[config.mk]
export PLATFORM = sky130hd
export DESIGN_NAME = fifo_flush_through_match
export DESIGN_NICKNAME = d
export VERILOG_FILES = /design/src/sv/ffm_pkg.sv /design/src/sv/fifo_flush_through_match.sv /design/src/sv/ffm_datapath.sv /design/src/sv/ffm_ctrl.sv
export SDC_FILE = /design/constraint.sdc
export NUM_CORES = 1
export LEC_CHECK = 0
export BUFFER_PORTS_ARGS = -buffer_cell sky130_fd_sc_hd__buf_2
export CAP_MARGIN = 20
export CORE_UTILIZATION = 34
export CTS_CLUSTER_DIAMETER = 80
export DETAILED_ROUTE_END_ITERATION = 8
export PLACE_DENSITY_LB_ADDON = 0.08
export SYNTH_ARGS = -nofsm -noshare
export SYNTH_HDL_FRONTEND = slang
export SYNTH_SLANG_ARGS = --single-unit
export TNS_END_PERCENT = 50
[constraint.sdc]
create_clock -name clk -period 6.7 [get_ports clk]
set_input_delay 0.67 -clock clk [delete_from_list [all_inputs] [get_ports clk]]
set_output_delay 0.67 -clock clk [all_outputs]
set_load 0.01 [all_outputs]
[src/sv/ffm_pkg.sv]
package ffm_pkg;

  localparam int QUEUE_DEPTH_DEF = 8;

  typedef enum logic [1:0] {
    ST_OK        = 2'd0,
    ST_FULL      = 2'd1,
    ST_EMPTY     = 2'd2,
    ST_NOT_FOUND = 2'd3
  } status_t;

  typedef enum logic [0:0] {
    REQ_PUSH  = 1'b0,
    REQ_FLUSH = 1'b1
  } req_t;

  typedef struct packed {
    logic               req_type;
    logic signed [31:0] value;
  } in_item_t;

  typedef struct packed {
    logic [1:0] status;
    logic [3:0] occupancy;
  } out_item_t;

  typedef enum logic [1:0] {
    S_IDLE,
    S_READ,
    S_CMP,
    S_DONE
  } state_t;

  // controller -> datapath
  typedef struct packed {
    logic accept;
    logic rd_en;
    logic next_idx;
    logic commit;
    logic load_out;
  } ctrl_cmd_t;

  // datapath -> controller
  typedef struct packed {
    logic search;
    logic match;
    logic last;
    logic out_free;
  } dp_stat_t;

endpackage

[src/sv/fifo_flush_through_match.sv]
// Flow: a push item, or a flush item to an empty queue, goes from S_IDLE to S_DONE; a
// flush item to a non-empty queue passes S_READ and S_CMP once per entry compared,
// comparing k entries (1..occupancy) from the oldest on, until a match or the last one.
// Throughput: one item at a time. in_stall stays high from acceptance until S_DONE loads
// the output register, so a result still waiting there also holds the input.
// Reset: synchronous active-low rst_n empties the queue and drops any pending result;
// entry storage is not cleared.
module fifo_flush_through_match #(
  parameter int QUEUE_DEPTH = ffm_pkg::QUEUE_DEPTH_DEF
) (
  input  logic               clk,
  input  logic               rst_n,
  input  logic               in_valid,
  output logic               in_stall,
  input  ffm_pkg::in_item_t  in_item,
  output logic               out_valid,
  input  logic               out_stall,
  output ffm_pkg::out_item_t out_item
);
  import ffm_pkg::*;

  ctrl_cmd_t cmd;
  dp_stat_t  stat;

  ffm_ctrl u_ctrl (
    .clk      (clk),
    .rst_n    (rst_n),
    .in_valid (in_valid),
    .in_stall (in_stall),
    .stat     (stat),
    .cmd      (cmd)
  );

  ffm_datapath #(
    .QUEUE_DEPTH(QUEUE_DEPTH)
  ) u_datapath (
    .clk       (clk),
    .rst_n     (rst_n),
    .in_item   (in_item),
    .cmd       (cmd),
    .stat      (stat),
    .out_stall (out_stall),
    .out_valid (out_valid),
    .out_item  (out_item)
  );

endmodule

[src/sv/ffm_datapath.sv]
module ffm_datapath #(
  parameter int QUEUE_DEPTH = ffm_pkg::QUEUE_DEPTH_DEF
) (
  input  logic                clk,
  input  logic                rst_n,
  input  ffm_pkg::in_item_t   in_item,
  input  ffm_pkg::ctrl_cmd_t  cmd,
  output ffm_pkg::dp_stat_t   stat,
  input  logic                out_stall,
  output logic                out_valid,
  output ffm_pkg::out_item_t  out_item
);
  import ffm_pkg::*;

  localparam int PTR_W = (QUEUE_DEPTH > 1) ? $clog2(QUEUE_DEPTH) : 1;
  localparam int CNT_W = $clog2(QUEUE_DEPTH + 1);
  localparam int SUM_W = PTR_W + 1;

  logic signed [31:0] mem [QUEUE_DEPTH];

  logic [PTR_W-1:0]   head_r, head_nxt;
  logic [CNT_W-1:0]   count_r, count_nxt;
  logic [PTR_W-1:0]   idx_r, idx_nxt;
  logic signed [31:0] val_r;
  logic signed [31:0] rdata_r;
  status_t            status_r, status_nxt;
  logic               out_valid_r, out_valid_nxt;
  out_item_t          out_item_r;

  logic               full;
  logic               empty;
  logic               wr_en;
  logic [PTR_W-1:0]   tail;
  logic [PTR_W-1:0]   rd_addr;
  logic [PTR_W-1:0]   head_after;
  logic [CNT_W-1:0]   drop;

  // sum below twice the depth, folded back into range
  function automatic logic [PTR_W-1:0] wrap(input logic [SUM_W-1:0] sum);
    logic [SUM_W-1:0] adj;
    adj = (sum >= SUM_W'(QUEUE_DEPTH)) ? sum - SUM_W'(QUEUE_DEPTH) : sum;
    return adj[PTR_W-1:0];
  endfunction

  assign full       = (count_r == CNT_W'(QUEUE_DEPTH));
  assign empty      = (count_r == '0);
  assign tail       = wrap(SUM_W'(head_r) + SUM_W'(count_r));
  assign rd_addr    = wrap(SUM_W'(head_r) + SUM_W'(idx_r));
  assign drop       = CNT_W'(idx_r) + CNT_W'(1);
  assign head_after = wrap(SUM_W'(head_r) + SUM_W'(idx_r) + SUM_W'(1));
  assign wr_en      = cmd.accept && (in_item.req_type == REQ_PUSH) && !full;

  assign stat.search   = (in_item.req_type == REQ_FLUSH) && !empty;
  assign stat.match    = (rdata_r == val_r);
  assign stat.last     = (drop == count_r);
  assign stat.out_free = !out_valid_r || !out_stall;

  always_comb begin
    head_nxt   = head_r;
    count_nxt  = count_r;
    idx_nxt    = idx_r;
    status_nxt = status_r;
    if (cmd.accept) begin
      idx_nxt = '0;
      if (in_item.req_type == REQ_PUSH) begin
        if (full) begin
          status_nxt = ST_FULL;
        end else begin
          count_nxt  = count_r + CNT_W'(1);
          status_nxt = ST_OK;
        end
      end else if (empty) begin
        status_nxt = ST_EMPTY;
      end
    end
    if (cmd.next_idx) begin
      idx_nxt = idx_r + PTR_W'(1);
    end
    if (cmd.commit) begin
      if (stat.match) begin
        // drop the matching entry and everything older
        head_nxt   = head_after;
        count_nxt  = count_r - drop;
        status_nxt = ST_OK;
      end else begin
        status_nxt = ST_NOT_FOUND;
      end
    end
  end

  always_comb begin
    out_valid_nxt = out_valid_r;
    if (cmd.load_out) begin
      out_valid_nxt = 1'b1;
    end else if (!out_stall) begin
      out_valid_nxt = 1'b0;
    end
  end

  always_ff @(posedge clk) begin
    if (!rst_n) begin
      head_r      <= '0;
      count_r     <= '0;
      out_valid_r <= 1'b0;
    end else begin
      head_r      <= head_nxt;
      count_r     <= count_nxt;
      out_valid_r <= out_valid_nxt;
    end
  end

  always_ff @(posedge clk) begin
    idx_r    <= idx_nxt;
    status_r <= status_nxt;
    if (cmd.accept) begin
      val_r <= in_item.value;
    end
    if (cmd.load_out) begin
      out_item_r.status    <= status_r;
      out_item_r.occupancy <= 4'(count_r);
    end
  end

  always_ff @(posedge clk) begin
    if (wr_en) begin
      mem[tail] <= in_item.value;
    end
    if (cmd.rd_en) begin
      rdata_r <= mem[rd_addr];
    end
  end

  assign out_valid = out_valid_r;
  assign out_item  = out_item_r;

endmodule

[src/sv/ffm_ctrl.sv]
module ffm_ctrl (
  input  logic               clk,
  input  logic               rst_n,
  input  logic               in_valid,
  output logic               in_stall,
  input  ffm_pkg::dp_stat_t  stat,
  output ffm_pkg::ctrl_cmd_t cmd
);
  import ffm_pkg::*;

  state_t state_r, state_nxt;

  always_comb begin
    state_nxt = state_r;
    case (state_r)
      S_IDLE: begin
        if (in_valid) begin
          state_nxt = stat.search ? S_READ : S_DONE;
        end
      end
      S_READ: state_nxt = S_CMP;
      S_CMP: begin
        state_nxt = (stat.match || stat.last) ? S_DONE : S_READ;
      end
      S_DONE: begin
        if (stat.out_free) begin
          state_nxt = S_IDLE;
        end
      end
      default: state_nxt = S_IDLE;
    endcase
  end

  always_comb begin
    cmd      = '0;
    in_stall = 1'b1;
    case (state_r)
      S_IDLE: begin
        in_stall   = 1'b0;
        cmd.accept = in_valid;
      end
      S_READ: cmd.rd_en = 1'b1;
      S_CMP: begin
        cmd.commit   = stat.match || stat.last;
        cmd.next_idx = !(stat.match || stat.last);
      end
      S_DONE: cmd.load_out = stat.out_free;
      default: begin
        cmd      = '0;
        in_stall = 1'b1;
      end
    endcase
  end

  always_ff @(posedge clk) begin
    if (!rst_n) begin
      state_r <= S_IDLE;
    end else begin
      state_r <= state_nxt;
    end
  end

endmodule

== Word-level counts from Yosys, hierarchy flattened ==
Memory sizes are Yosys's and may differ from the RTL's. A register that Yosys moved wholly into a read port is not among the register bits.
Index checks and enable logic that the tools add are counted.

* Register bits after elaboration: 53
* Bits in latches: 0
* Bits in writable memories: 256
* ROM bits: 0
* Bits of input ports: 37
* Output and inout port bits: 8
* Logic and storage cells: 81
* Memories: 1

* Add/sub/neg operators: 10
* Multiply operators: 0
* Div/mod/pow operators: 0
* Magnitude comparators: 3
* Equality and inequality tests: 10
* Shift operators: 0
* Muxes and demuxes: 30
* Bitwise logic cells: 1
* Reduce and logical (&&, ||, !) cells: 17

{| class="wikitable"
|+ Memories
! memory !! depth !! bits a word !! rd ports !! clocked after memory_dff !! write ports !! line !! RTL
|-
| u_datapath.mem || 8 || 32 || 1 || 1 || 1 || ffm_datapath.sv:19 || <nowiki>logic signed [31:0] mem [QUEUE_DEPTH];</nowiki>
|}

{| class="wikitable"
|+ Operator list
! kind !! count
|-
| == test 32 bit || 1
|-
| 2-to-1 mux 2 bit || 10
|-
| 2-to-1 mux 4 bit || 5
|-
| 2-to-1 mux 3 bit || 5
|-
| greater-or-equal comparator 4 bit, second input constant || 3
|-
| 2-to-1 mux 1 bit || 9
|-
| subtractor 3 x 1 -> 3 bit, second input constant || 3
|-
| adder 4 x 1 -> 4 bit, second input constant || 2
|-
| one-hot mux 2 bit (4 select lines) || 1
|-
| AND reduction 2 bit || 3
|-
| zero test 1 bit || 5
|-
| adder 3 x 1 -> 4 bit, second input constant || 1
|-
| adder 3 x 3 -> 4 bit || 1
|-
| adder 3 x 4 -> 4 bit || 1
|-
| == test 2 bit, second input constant || 2
|-
| == test 4 bit || 1
|-
| == test 4 bit, second input constant || 1
|-
| zero test 4 bit || 1
|-
| != test 2 x 1 -> 1 bit, second input constant || 2
|-
| nonzero test 2 bit || 2
|-
| subtractor 4 bit || 1
|-
| adder 3 x 1 -> 3 bit, second input constant || 1
|-
| logical AND 1 bit || 3
|-
| != test 3 x 1 -> 1 bit, second input constant || 1
|-
| other kinds (5) || 6
|}

== Depth between registers and ports, before layout ==
* Depth after elaboration: 7
* Mapped depth: 8
* Gate-level depth less buffers: 8

== Hierarchy ==
Synthesis repeated with hierarchy kept, for this count alone.

* Cells, all modules: 673
* Area total of the unflattened synthesis: 13206.4 sq um

{| class="wikitable"
|+ Modules (own cells, without submodules)
! module !! times used !! cells each !! area an instance (sq um) !! sequential area each (sq um)
|-
| ffm_datapath || 1 || 657 || 13060.0 || 10099.7
|-
| ffm_ctrl || 1 || 16 || 146.4 || 40.0
|}

== Worst setup path after synthesis ==
No wires, ideal clock.

* Kind: input to register
* Start: in in_item[32] (netlist name)
* End: mem u_datapath.mem[2][0] (enable)
* Setup time: 461 ps
* Arrival time: 3941 ps
* Required time: 6239 ps
* Setup slack: 2298 ps
* Stages on the path: 4
* Buffers on the path: 0
* Cell sequence: nor4b_1 nand2_1 or2_2 nor3_1

* Word-level cells in the longest chain between the ends: 5

{| class="wikitable"
|+ Ends and longest elaborated chain
! what !! line !! RTL
|-
| from (decl) || fifo_flush_through_match.sv:15 || <nowiki>input ffm_pkg::in_item_t in_item,</nowiki>
|-
| NOT 1 bit || ffm_datapath.sv:51 || <nowiki>assign wr_en = cmd.accept && (in_item.req_type == REQ_PUSH) && !full;</nowiki>
|-
| logical AND 1 bit (2 in series) || ffm_datapath.sv:51 ||
|-
| 2-to-1 mux 1 bit || ffm_datapath.sv:125 || <nowiki>if (wr_en) begin</nowiki>
|-
| 2-to-1 mux 1 bit (implied by the code) || ffm_datapath.sv:126 || <nowiki>mem[tail] <= in_item.value;</nowiki>
|-
| to (decl) || ffm_datapath.sv:19 ||
|}

Every way passes these cells.

== Final worst setup path ==
* Start: reg u_datapath.idx_r[0]
* End: reg u_datapath.rdata_r[14] (read register of u_datapath.mem) (data pin)

* Word-level cells in the longest chain between the ends: 3
* Elaborated cells on any way between the ends: 4
* Those cells by class: add/sub (2); order compare (1); mux (1)

{| class="wikitable"
|+ Ends and longest elaborated chain
! what !! line !! RTL
|-
| from (decl) || ffm_datapath.sv:23 || <nowiki>logic [PTR_W-1:0] idx_r, idx_nxt;</nowiki>
|-
| from (signal assigned) || ffm_datapath.sv:113 || <nowiki>idx_r <= idx_nxt;</nowiki>
|-
| adder 3 x 3 -> 4 bit * || ffm_datapath.sv:48 || <nowiki>assign rd_addr = wrap(SUM_W'(head_r) + SUM_W'(idx_r));</nowiki>
|-
| greater-or-equal comparator 4 bit or subtractor 3 x 1 -> 3 bit (tied branches) || ffm_datapath.sv:41 || <nowiki>adj = (sum >= SUM_W'(QUEUE_DEPTH)) ? sum - SUM_W'(QUEUE_DEPTH) : sum;</nowiki>
|-
| 2-to-1 mux 3 bit * || ffm_datapath.sv:41 ||
|-
| to (decl) || ffm_datapath.sv:25 || <nowiki>logic signed [31:0] rdata_r;</nowiki>
|}

Every way passes the cells marked *; elsewhere a longest branch is shown, timed or not.
A chain may end at the register's enable or synchronous reset.

==> metrics.yaml <==
cts:
  cts_buffers: 38
  cts_hold_buf: 0
  clk_pin_slew_ns: 0.06
  cts_resized: 0
  clock_sink_count: 341
  clock_latency_ns: 0.54
  post_cts_buffers: 0
  cts_tree: "built"
  cts-root-buf: "clkbuf_16"
  h-tree-depth: 2
  cts_max_path_buffers: 3
global_routing:
  grt_max_degree: 67
  grt-ovfl-total: 0
  grt_usage_pct: 15.13
  antenna_found_initial: 0
  first_global_vias: 6475
  grt_pass1_wl_mm: 42.14
floorplanning:
  die_w_um: 199.0
  dieHeight_um: 199.0
  start_util_pct: 34.77
  dieArea_um2: 39580
  io_pins: 45
  placementRows: 71
  placeableCoreArea_um2: 37930
sta:
  drv_slew: 0
  period_share_pct: 53.05
  hold_viol_final: 0
  setup_violations: 0
  rsz0062_at_grt: "no"
  max_freq_mhz: 281.3
  fin_setup_tns_ns: 0
  finClkSkew_ns: 0.005631
  relSlewSlack_pct: 44.61
  min_period_ns: 3.554
  tightest_slew_ns: 0.8232
place:
  gp_congestion: 0.7218
  portBuffers: 44
  hpwl_mm: 14.62
  dp.cells: 1161
setup_path:
  critical_path.top_delay_family: "multiplexers"
  r2r-start: "u_datapath.idx_r[0]"
  reg2reg_depth: 8
  r2r-end: "u_datapath.rdata_r[14]"
  rrSetupSlack_ns: 3.15
  path_cells: "ha_4 > fa_2 > xor2_2 > xnor2_4 > buf_16 > buf_4 > mux4_2 > mux2_2"
  cp-start-kind: "register"
  crit_required_ns: 6.99
  cp_num_buf_inv: 2
  critPathMaxFanout: 24
  slowest_stage: "mux4_2"
  arrival_ns: 3.84
  crit_path_end_kind: "register"
  max_stage_delay_ns: 0.58
  crit_type: "reg -> reg"
final_layout:
  nFillCells: 3371
  regArea_um2: 10140
  fin_nets: 740
  diodes: 0
  multiInputGateArea_um2: 2980
  final_common_cell: "edfxtp_1"
  final_cells: 1229
  area_delta_synth_final_pct: 16.73
  final_cell_mix: "edfxtp_1, mux4_2, buf_2"
  drive_gt1_share_pct: 31.20
yosys:
  yosys_warnings: 0
  synth_area_leaders: "edfxtp_1, mux4_2, mux2_2"
  syn-cell-area_um2: 13190
  synth_top_family_by_area: "multiplexers"
  synth_cell_types: 38
  yosys.area_share.simple_pct: 2.837
  synth_nets: 659
  synth-async-reset-ratio_pct: 0
  synthFlopType: "edfxtp_1"
  syn_avg_cell_area_um2: 21.62
  synth_xor_area_share_pct: 2.969
  ys_ff_latch: 341
  synth_edf_count: 331
  synth_top_area_share_pct: 75.36
  synth_top_area_cell: "edfxtp_1"
  syn_inst: 610
  synth-adder-area-share_pct: 1.309
  ys_seq_area_share_pct: 76.88
  synthMuxAreaShare_pct: 14.05
  synth_compound_area_share_pct: 0.7874
status:
  status: "finished clean"
drt:
  viasPerCell: 4.837
  first_iter_violations: 353
  ant_nets: 0
  wl_per_cell_um: 22.87
  vias: 5945
  drcViolationCount: 0
  finalWirelength_mm: 28.11
  dr.pass1.iters: 6
power_and_ir_drop:
  clkPwrFrac_pct: 39.2
  internal_power_mw: 3.922
  p_leak_nw: 4.983
  ir_worst_vdd_uv: 144.3
  sw_frac_of_total_pct: 22.59
  power_switching_mw: 1.145
  p_per_area_nw_per_um2: 329.1
  power_frac_seq_pct: 48.9
  comb_power_share_pct: 11.9
flow_run:
  drv_cap: 0
hold_path:
  min_to: "u_datapath.mem[5][5]"
  hold_depth: 1
  hold_path_class: "in -> reg"
  holdCritStartpoint: "in_item[5]"
## stage by stage
step	util, %	worst slack [ns]	instance area (um2)	hold WS, ns	total power [mW]
after floorplan	-	2.298	13190	0.4003	2.954
after global placement	37.25	2.776	14130	0.4143	3.123
after detailed placement	37.37	3.059	14170	0.4079	3.139
after CTS	40.51	3.042	15370	0.3839	5.148
after global routing	40.58	2.931	15390	0.4075	5.270
final	40.58	3.146	15390	0.4125	5.067
## routing by layer
metal  track usage, %  vias up  part of all wire [%]
met5                0        -                     0
li1                 -     2659                     -
met1            19.17     3139                    44
met2            25.50      107                    50
met4            6.011        0                   2.3
met3            2.950       40                   3.3
## how the worst max path moves through the flow
| stage | end | cells after the start | slack, ns | from |
|---|---|---|---|---|
| 4_1_cts | u_datapath.rdata_r[12] | 8 | 3.04 | u_datapath.idx_r[0] |
| 2_1_floorplan | u_datapath.mem[2][0] | 4 | 2.30 | in_item[32] |
| 3_5_place_dp | u_datapath.rdata_r[14] | 8 | 3.06 | u_datapath.idx_r[0] |
| 6_report | u_datapath.rdata_r[14] | 8 | 3.15 | u_datapath.idx_r[0] |
| 3_3_place_gp | u_datapath.rdata_r[26] | 7 | 2.78 | u_datapath.idx_r[0] |
| 5_1_grt | u_datapath.rdata_r[21] | 8 | 2.93 | u_datapath.idx_r[0] |
## power groups by stage
stage / sequential, mW / combinational [mW] / clock, mW
2_1_floorplan: 2.52 / 0.437 / 0
3_3_place_gp: 2.52 / 0.601 / 0
3_5_place_dp: 2.52 / 0.614 / 0
4_1_cts: 2.48 / 0.618 / 2.05
5_1_grt: 2.49 / 0.663 / 2.12
6_report: 2.48 / 0.601 / 1.99
## cells by family (layout without fill, tap and decap cells)
kind of cell,count (synthesis),count (layout)
flip-flops,341,341
multiplexers,101,101
AND/OR/NAND/NOR,69,69
XOR/XNOR,43,43
buffers and inverters,29,137
AO/OA/AOI/OAI,15,15
adder cells (fa/ha/maj),12,12
## final cells by class
cell class,count,share of cell area (%)
sequential,341,65.86
multi-input combinational,240,19.36
clock buffer,48,6.835
tap,511,4.153
timing repair buffer,61,2.650
clock inverter,19,0.9184
inverter,9,0.2194
## sequential cells by signal (all words and copies together) (netlist names)
| signal | cells |
|---|---|
| u_datapath.out_valid | 1 |
| u_datapath.rdata_r | 32 |
| u_datapath.idx_r | 3 |
| u_datapath.out_item | 6 |
| u_datapath.count_r | 4 |
| u_datapath.mem | 256 |
| u_datapath.status_r | 2 |
| u_datapath.val_r | 32 |
| u_datapath.head_r | 3 |
| u_ctrl.state_r | 2 |
## synthesized netlist by cell type, types with 7 or more instances
| master | number |
|---|---|
| dfxtp_1 | 10 |
| inv_1 | 9 |
| clkbuf_1 | 13 |
| xor2_1 | 34 |
| edfxtp_1 | 331 |
| nor4_1 | 9 |
| ha_1 | 9 |
| mux2_2 | 33 |
| xnor2_1 | 7 |
| nor2_1 | 9 |
| nand2_1 | 17 |
| mux4_2 | 64 |
## worst reg2reg max path, cell delays in order, from the launching register on
cell	delay, ns
edfxtp_1	0.48
ha_4	0.22
fa_2	0.35
xor2_2	0.19
xnor2_4	0.51
buf_16	0.24
buf_4	0.45
mux4_2	0.60
mux2_2	0.27
No activity file was read; power rests on OpenSTA's default activity.
